<file path="config.mk">
export PLATFORM = sky130hd
export DESIGN_NAME = snsd_cell
export DESIGN_NICKNAME = d
export VERILOG_FILES = /design/src/snsd_pkg.sv /design/src/snsd_cell.sv
export SDC_FILE = /design/constraint.sdc
export NUM_CORES = 1
export LEC_CHECK = 0
export ABC_CLOCK_PERIOD_IN_PS = 7400
export BUFFER_PORTS_ARGS = -buffer_cell sky130_fd_sc_hd__clkbuf_2
export CAP_MARGIN = 20
export CORE_MARGIN = 2
export CORE_UTILIZATION = 53
export CTS_CLUSTER_SIZE = 14
export DETAILED_ROUTE_END_ITERATION = 7
export PLACE_DENSITY_LB_ADDON = 0.12
export SYNTH_ARGS = -nofsm -noshare
export SYNTH_HDL_FRONTEND = slang
export SYNTH_SLANG_ARGS = --single-unit
</file>
<file path="constraint.sdc">
create_clock -name i_clk -period 7.4 [get_ports i_clk]
set_input_delay 1.48 -clock i_clk [delete_from_list [all_inputs] [get_ports i_clk]]
set_output_delay 1.48 -clock i_clk [all_outputs]
set_load 0.1 [all_outputs]
</file>
<file path="src/snsd_pkg.sv">
// Shared types, constants and helper functions for the stereo noise-shaped dither block.
// Used by snsd_cell, snsd_quant, the top level and the port checker.
package snsd_pkg;

    localparam int SAMPLE_BITS     = 24;
    localparam int STAGES_DEF      = 16;
    localparam int STAGES_MAX      = 32;
    localparam int ST_W            = 40;
    localparam int ACC_W           = 42;
    localparam int CNT_W           = $clog2(STAGES_MAX + 4);
    localparam int ADDR_W          = 5;
    localparam int DATA_W          = 64;

    localparam logic [39:0] SCALE_RST = 40'd2147483648;
    localparam logic [37:0] RECIP_RST = 38'd33554432;
    localparam logic [31:0] SEED_L_RST = 32'd2463534242;
    localparam logic [31:0] SEED_R_RST = 32'd123456789;

    localparam logic signed [40:0] K_097  = 41'sd4166118277;
    localparam logic signed [20:0] K_0475 = 21'sd498074;

    localparam logic signed [63:0] ST_MAX = 64'sd549755813887;
    localparam logic signed [63:0] ST_MIN = -64'sd549755813888;
    localparam logic signed [63:0] LEVEL_LIM = 64'sd16777216;

    typedef enum logic [1:0] {
        REG_SCALE  = 2'd0,
        REG_RECIP  = 2'd1,
        REG_SEED_L = 2'd2,
        REG_SEED_R = 2'd3
    } t_reg;

    typedef struct packed {
        logic signed [SAMPLE_BITS-1:0] left_sample;
        logic signed [SAMPLE_BITS-1:0] right_sample;
        logic                          block_end;
    } t_in;

    typedef struct packed {
        logic signed [SAMPLE_BITS-1:0] left_dithered;
        logic signed [SAMPLE_BITS-1:0] right_dithered;
        logic                          block_end_out;
    } t_out;

    typedef struct packed {
        logic             load;
        logic             run;
        logic [CNT_W-1:0] cnt;
    } t_seq;

    function automatic logic [31:0] xs_step(input logic [31:0] r);
        logic [31:0] x;
        x = r ^ (r << 13);
        x = x ^ (x >> 17);
        x = x ^ (x << 5);
        return x;
    endfunction

    // r - 2^31 as a signed Q32 value
    function automatic logic signed [31:0] noise(input logic [31:0] r);
        return {~r[31], r[30:0]};
    endfunction

    function automatic logic signed [ST_W-1:0] sat40(input logic signed [63:0] v);
        logic signed [63:0] t;
        t = v;
        if (v > ST_MAX) t = ST_MAX;
        if (v < ST_MIN) t = ST_MIN;
        return t[ST_W-1:0];
    endfunction

endpackage

</file>
<file path="src/snsd_cell.sv">
// One half-average high-pass shaper stage: holds its stage value, hands the
// running sum and the generator state to the next stage. Depends on snsd_pkg.
module snsd_cell #(
    parameter bit LAST = 1'b0
) (
    input  logic                                 i_clk,
    input  logic                                 i_rst_n,
    input  logic                                 i_vld,
    input  logic signed [snsd_pkg::ACC_W-1:0]    i_acc,
    input  logic [31:0]                          i_rng,
    output logic                                 o_vld,
    output logic signed [snsd_pkg::ACC_W-1:0]    o_acc,
    output logic [31:0]                          o_rng
);

    logic signed [snsd_pkg::ST_W-1:0]  r_sh,  n_sh;
    logic signed [snsd_pkg::ACC_W-1:0] r_acc, n_acc;
    logic [31:0]                       r_rng, n_rng;
    logic                              r_vld;
    logic signed [snsd_pkg::ACC_W:0]   w_sum;
    logic signed [snsd_pkg::ACC_W:0]   w_half;
    logic signed [31:0]                w_nz;

    always_comb begin
        w_sum  = {{3{r_sh[snsd_pkg::ST_W-1]}}, r_sh} + {i_acc[snsd_pkg::ACC_W-1], i_acc};
        w_half = w_sum >>> 1;
        n_sh   = snsd_pkg::sat40({{(64-snsd_pkg::ACC_W-1){w_half[snsd_pkg::ACC_W]}}, w_half});
        n_rng  = LAST ? i_rng : snsd_pkg::xs_step(i_rng);
        w_nz   = LAST ? 32'sd0 : snsd_pkg::noise(n_rng);
        n_acc  = i_acc - {{2{n_sh[snsd_pkg::ST_W-1]}}, n_sh}
                 + {{(snsd_pkg::ACC_W-32){w_nz[31]}}, w_nz};
    end

    always_ff @(posedge i_clk) begin
        if (!i_rst_n) begin
            r_sh  <= '0;
            r_vld <= 1'b0;
        end else begin
            r_vld <= i_vld;
            if (i_vld) begin
                r_sh <= n_sh;
            end
        end
    end

    // hold the handed-on values between requests
    always_ff @(posedge i_clk) begin
        if (i_vld) begin
            r_acc <= n_acc;
            r_rng <= n_rng;
        end
    end

    assign o_vld = r_vld;
    assign o_acc = r_acc;
    assign o_rng = r_rng;

endmodule

</file>
==> impl_metrics.ini, run 1 <==
[synthesis]
syn_area_per_cell_um2 = 8.78
yosysMostFrequentCell = inv_1
synthMuxAreaShare = 0
synthTopCellsByCount = inv_1 (172), nor2_1 (108), xnor2_1 (88)
synthSimpleGateAreaFrac = 0.124
async_flop_share = 0
yosysWarnings = 0
synth-seq-area-share = 0.293
synth-xor-area-share = 0.118
synth_seq_cells = 115
synth_ff_type = edfxtp_1
syn-cell-area_um2 = 10400
synth_nets = 1387
yosys-top-cells-area = edfxtp_1 (21%), ha_1 (10%), fa_1 (8.1%), dfxtp_1 (7.9%), xnor2_1 (7.4%)
synth_edf_count = 74
synth_cell_type_count = 73
synthAdderAreaFrac = 0.181
synth_top_area_cell = edfxtp_1
synth_top_area_share = 0.214
synth_compound_area_frac = 0.204
synth_top_family_by_area = compound AO/OA/AOI/OAI gates
syn_inst = 1185

[die]
die-area_um2 = 20800
rows = 51
core_um2 = 19300
die_w_um = 144
dieHeight_um = 144
ios = 152
start_util = 0.538

[global_routing]
grt_usage = 0.283
grt_pass1_vias = 9097
grt_overflow = 0
grt_pass1_wl_um = 45600
grt_start_max_net_pins = 48
antenna_found_initial = 0

[critical_path]
slowest_delay_ns = 0.51
reg2reg_to = o_acc[38]
criticalPathCategory = in -> reg
critical_path.max_fanout = 7
crit_path_frequent_cell = a21oi_1
r2r_cells = 28
slowest_stage = fa_1
reg2reg_setup_slack_ns = 1.15
r2r_start = r_sh[0]
setup.worst_path.end_class = flip-flop
start_kind = primary input
worstPathArrival_ns = 7.24
crit_required_ns = 7.56

[sta]
hold_viol_final = 0
relSlewSlack = 0.494
period_needed_ns = 7.07
setup_viol = 0
finClkSkew_ns = 0.00937
period_share = 0.956
fmax_mhz = 141
worst_pin_slew_ns = 0.753
rsz0062_at_grt = no
drv_slew = 0

[routing]
routedWlPerCell_um = 16.2
route.detailed.drc = 0
routed_wl_um = 28600
num_vias = 9384
dr.pass1.iters = 5
drtAntennaViolNets = 0
vias_per_cell = 5.33
drt_iter0_drc = 496

[clock_network]
clock_latency_ns = 0.43
clk_pin_slew_ns = 0.06
cts-buffers-inserted = 17
cts_root_buf = clkbuf_16
cts_max_path_buffers = 2
cts_num_sinks = 115
htreeDepth = 4
tritoncts = yes

[placement]
dpl.hpwl_um = 23300
place.gp.congestion = 0.905
io_buffer_count = 151
dp.cells = 1725

[layout]
stdcell_count = 1761
synthToLayoutAreaGrowth_pct = 27.2
drive_gt1_frac = 0.271
n_fill_cell = 1638
n_antenna_cell = 0
fin_nets = 1685

[hold_path]
hold_path.class = reg -> reg
worstHoldStart = r_sh[11]
whs_endpoint = r_sh[11]
holdPathStages = 2

[run]
maxCapViolCount = 0

[run_status]
outcome = finished, final reports clean
==> registers in the layout (all words and copies together) (netlist names) <==
register,count
r_sh,40
o_vld,1
o_acc,42
o_rng,32
==> layout by cell type (no fill, tap or decap), types with 8 or more instances in the layout <==
| master | count |
|---|---|
| a211oi_1 | 11 |
| nor2b_1 | 12 |
| nand3_1 | 12 |
| ha_1 | 83 |
| edfxtp_1 | 74 |
| xnor2_1 | 88 |
| and2_1 | 11 |
| a21o_1 | 44 |
| nor3_1 | 8 |
| clkbuf_16 | 17 |
| o21ai_1 | 22 |
| a21oi_1 | 78 |
| nand4_1 | 11 |
| o21ai_2 | 22 |
| a31oi_1 | 14 |
| o21bai_1 | 8 |
| dfxtp_1 | 41 |
| o21ai_0 | 41 |
| nand2b_1 | 11 |
| clkbuf_2 | 150 |
| xor2_1 | 52 |
| nor2_1 | 107 |
| inv_1 | 172 |
| nand2_1 | 82 |
| buf_4 | 163 |
| o211ai_1 | 11 |
| fa_1 | 42 |
==> worst max-delay path by stage <==
| stage | startpoint | endpoint | depth (start not counted) |
|---|---|---|---|
| 2_1_floorplan | i_acc[0] | o_acc[27] | 26 |
| 3_3_place_gp | i_acc[0] | o_acc[38] | 27 |
| 3_5_place_dp | i_acc[0] | o_acc[41] | 26 |
| 4_1_cts | i_acc[0] | o_acc[38] | 27 |
| 5_1_grt | i_acc[0] | o_acc[27] | 28 |
| 6_report | i_acc[0] | o_acc[38] | 29 |
==> final cells by class <==
type | count | area, um2 | area share
clock buffers | 18 | 439 | 0.0332
clock inverters | 14 | 129 | 0.00974
inverters | 172 | 646 | 0.0488
multi-input cells | 860 | 6590 | 0.498
flip-flops and latches | 115 | 3040 | 0.230
well taps | 265 | 332 | 0.0251
repair buffers | 317 | 2050 | 0.155
==> critical path, delay by kind of cell <==
kind            cells  cell delay, ns
compound gates     16            3.22
fa+ha+maj           3            1.25
simple gates        4            0.60
buf+inv             5            0.57
xor+xnor            1            0.10
==> metal layers <==
| metal | track usage | share of wire |
|---|---|---|
| met1 | 0.400 | 0.48 |
| met2 | 0.460 | 0.46 |
| met3 | 0.0358 | 0.048 |
| met4 | 0.0764 | 0.016 |
| met5 | 0 | 0 |
==> cell families (layout without fill, tap and decap cells) <==
logic type | after synthesis | after routing
compound gates | 314 | 314
buf+inv | 210 | 521
simple gates | 281 | 281
xor+xnor | 140 | 140
fa+ha+maj | 125 | 125
flops | 115 | 115
==> what timing repair did <==
item                                    in CTS  in global routing
cloned                                       0                  0
hold buffers                                 0                  0
endpoints found under the setup margin       9                 18
buffers inserted                             0                  4
gates resized for setup                      1                 19
pin swaps                                    0                  4
==> per-stage QoR <==
stage | util | setup TNS, ns | setup slack, ns | instance area (um2) | hold slack [ns]
3_5_place_dp | 0.650 | -7.80 | -0.622 | 12600 | 0.446
2_1_floorplan | - | 0 | 0.108 | 10400 | 0.430
5_1_grt | 0.684 | 0 | 0.00472 | 13200 | 0.472
3_3_place_gp | 0.650 | -4.88 | -0.516 | 12600 | 0.440
4_1_cts | 0.680 | 0 | 0.0623 | 13100 | 0.454
6_report | 0.684 | 0 | 0.325 | 13200 | 0.453
Power of run 1 is not shown: default switching activity piles up to over one toggle a cycle in this logic, so the estimate is an artifact.
==> run 2, diff against run 1 <==
- ABC_CLOCK_PERIOD_IN_PS: 7400 -> 7000
- CORE_UTILIZATION: 53 -> 59
- PLACE_DENSITY: not set -> 0.8
- PLACE_DENSITY_LB_ADDON: 0.12 -> not set
- clock period: 7.4 -> 7 ns (I/O delays scaled with it)
==> impl_metrics.ini, run 2 (synthesis results as in run 1) <==
[run_status]
outcome = finished, violations left
violations = setup timing

[layout]
layout_common_cells = buf_4 (249), inv_1 (170), clkbuf_2 (149)
largest_reg_flops = 42
n_antenna_cell = 0
fin_nets = 1774
stdcell_count = 1810
drive_gt1_frac = 0.358
fin_util = 0.836
final_common_cell = buf_4
synthToLayoutAreaGrowth_pct = 39.0

[critical_path]
slowest_stage = fa_1
slowest_delay_ns = 0.51
criticalPathCategory = in -> reg
worstPathArrival_ns = 7.39
crit_required_ns = 7.19
setup.worst_path.end_class = flip-flop
reg2reg_setup_slack_ns = 0.51
start_kind = primary input
crit_path_frequent_cell = a211oi_2
critical_path.max_fanout = 6
r2r_cells = 28
reg2reg_to = o_acc[27]
r2r_start = r_sh[0]

[routing]
num_vias = 11200
drtAntennaViolNets = 0
vias_per_cell = 6.20
routed_wl_um = 38300
drt_iter0_drc = 1635
route.detailed.drc = 0
dr.pass1.iters = 8
routedWlPerCell_um = 21.2

[hold_path]
whs_endpoint = r_sh[4]
worstHoldStart = r_sh[4]
holdPathStages = 2
hold_path.class = reg -> reg

[die]
core_um2 = 17300
start_util = 0.601
die-area_um2 = 18700
dieHeight_um = 137
rows = 48
die_w_um = 137
ios = 152

[clock_network]
cts_num_sinks = 115
clock_latency_ns = 0.44
cts_root_buf = clkbuf_16
htreeDepth = 4
cts-buffers-inserted = 17
clk_pin_slew_ns = 0.06
cts_max_path_buffers = 2
tritoncts = yes

[placement]
dp_slack_ns = -0.931
io_buffer_count = 151
dpl.hpwl_um = 24300
place.gp.congestion = 0.924
dp.cells = 1758

[sta]
setup_viol = 8
finClkSkew_ns = 0.0140
period_share = 1.03
hold_viol_final = 0
worst_pin_slew_ns = 0.832
drv_slew = 0
period_needed_ns = 7.20
rsz0062_at_grt = yes
setup_slack_ns = -0.200
relSlewSlack = 0.441
fmax_mhz = 139

[global_routing]
antenna_found_initial = 0
grt_usage = 0.359
grt_pass1_wl_um = 51300
grt_start_max_net_pins = 59
grt_overflow = 0
grt_pass1_vias = 10500

[run]
maxCapViolCount = 0
-- run 2: cell types whose count changed in the layout (fill, tap and decap cells not counted), moves of 10 or more --
cell / change
nor2_2: +14
nor2_1: -21
ha_4: +10
buf_4: +86
a21oi_2: +11
ha_1: -13
a21oi_1: -14
-- run 2: repair_timing --
| item | in CTS | in global routing |
|---|---|---|
| pin swaps | 7 | 50 |
| endpoints found under the setup margin | 21 | 17 |
| gates resized for setup | 12 | 108 |
| hold buffers | 0 | 0 |
| setup buffers | 3 | 15 |
| cloned | 1 | 1 |
-- run 2: area by class of cell --
class / count / area [um2]
inverters: 172 / 646
clock buffers: 17 / 425
well taps: 225 / 282
flip-flops and latches: 115 / 3040
clock inverters: 15 / 205
multi-input cells: 861 / 7120
fillers: 906 / 2840
repair buffers: 405 / 2740
-- run 2: how the worst max path moves through the flow --
stage                  start  slack [ns]   endpoint  cells after the start
floorplan           i_acc[0]       0.003  o_acc[38]                     26
global placement    i_acc[0]       -0.72  o_acc[34]                     26
detailed placement  i_acc[0]       -0.93  o_acc[41]                     26
CTS                 i_acc[0]        0.01  o_acc[27]                     29
global route        i_acc[0]       -0.25  o_acc[27]                     29
finish              i_acc[0]       -0.20  o_acc[27]                     29
-- run 2: layer usage --
layer  part of all wire  track usage  up-vias
li1                   -            -     4829
met1               0.36        0.428     5198
met2               0.47        0.614      925
met5                  0            0        -
met4              0.066        0.167        0
met3               0.11       0.0819      272
-- run 2: per-stage QoR --
| stage | hold slack (ns) | TNS [ns] | area, um2 |
|---|---|---|---|
| after floorplan | 0.430 | 0 | 10500 |
| after global placement | 0.440 | -11.40 | 13100 |
| after detailed placement | 0.448 | -15.55 | 13100 |
| after CTS | 0.460 | 0 | 13800 |
| after global routing | 0.475 | -1.79 | 14500 |
| final | 0.459 | -0.617 | 14500 |
-- run 2: critical path, delay by kind of cell --
family          cells  cell delay [ns]
compound gates     14             3.26
xor+xnor            1             0.07
fa+ha+maj           3             1.26
buf+inv             5             0.67
simple gates        6             0.72
Power of run 2 is left out for the same reason.
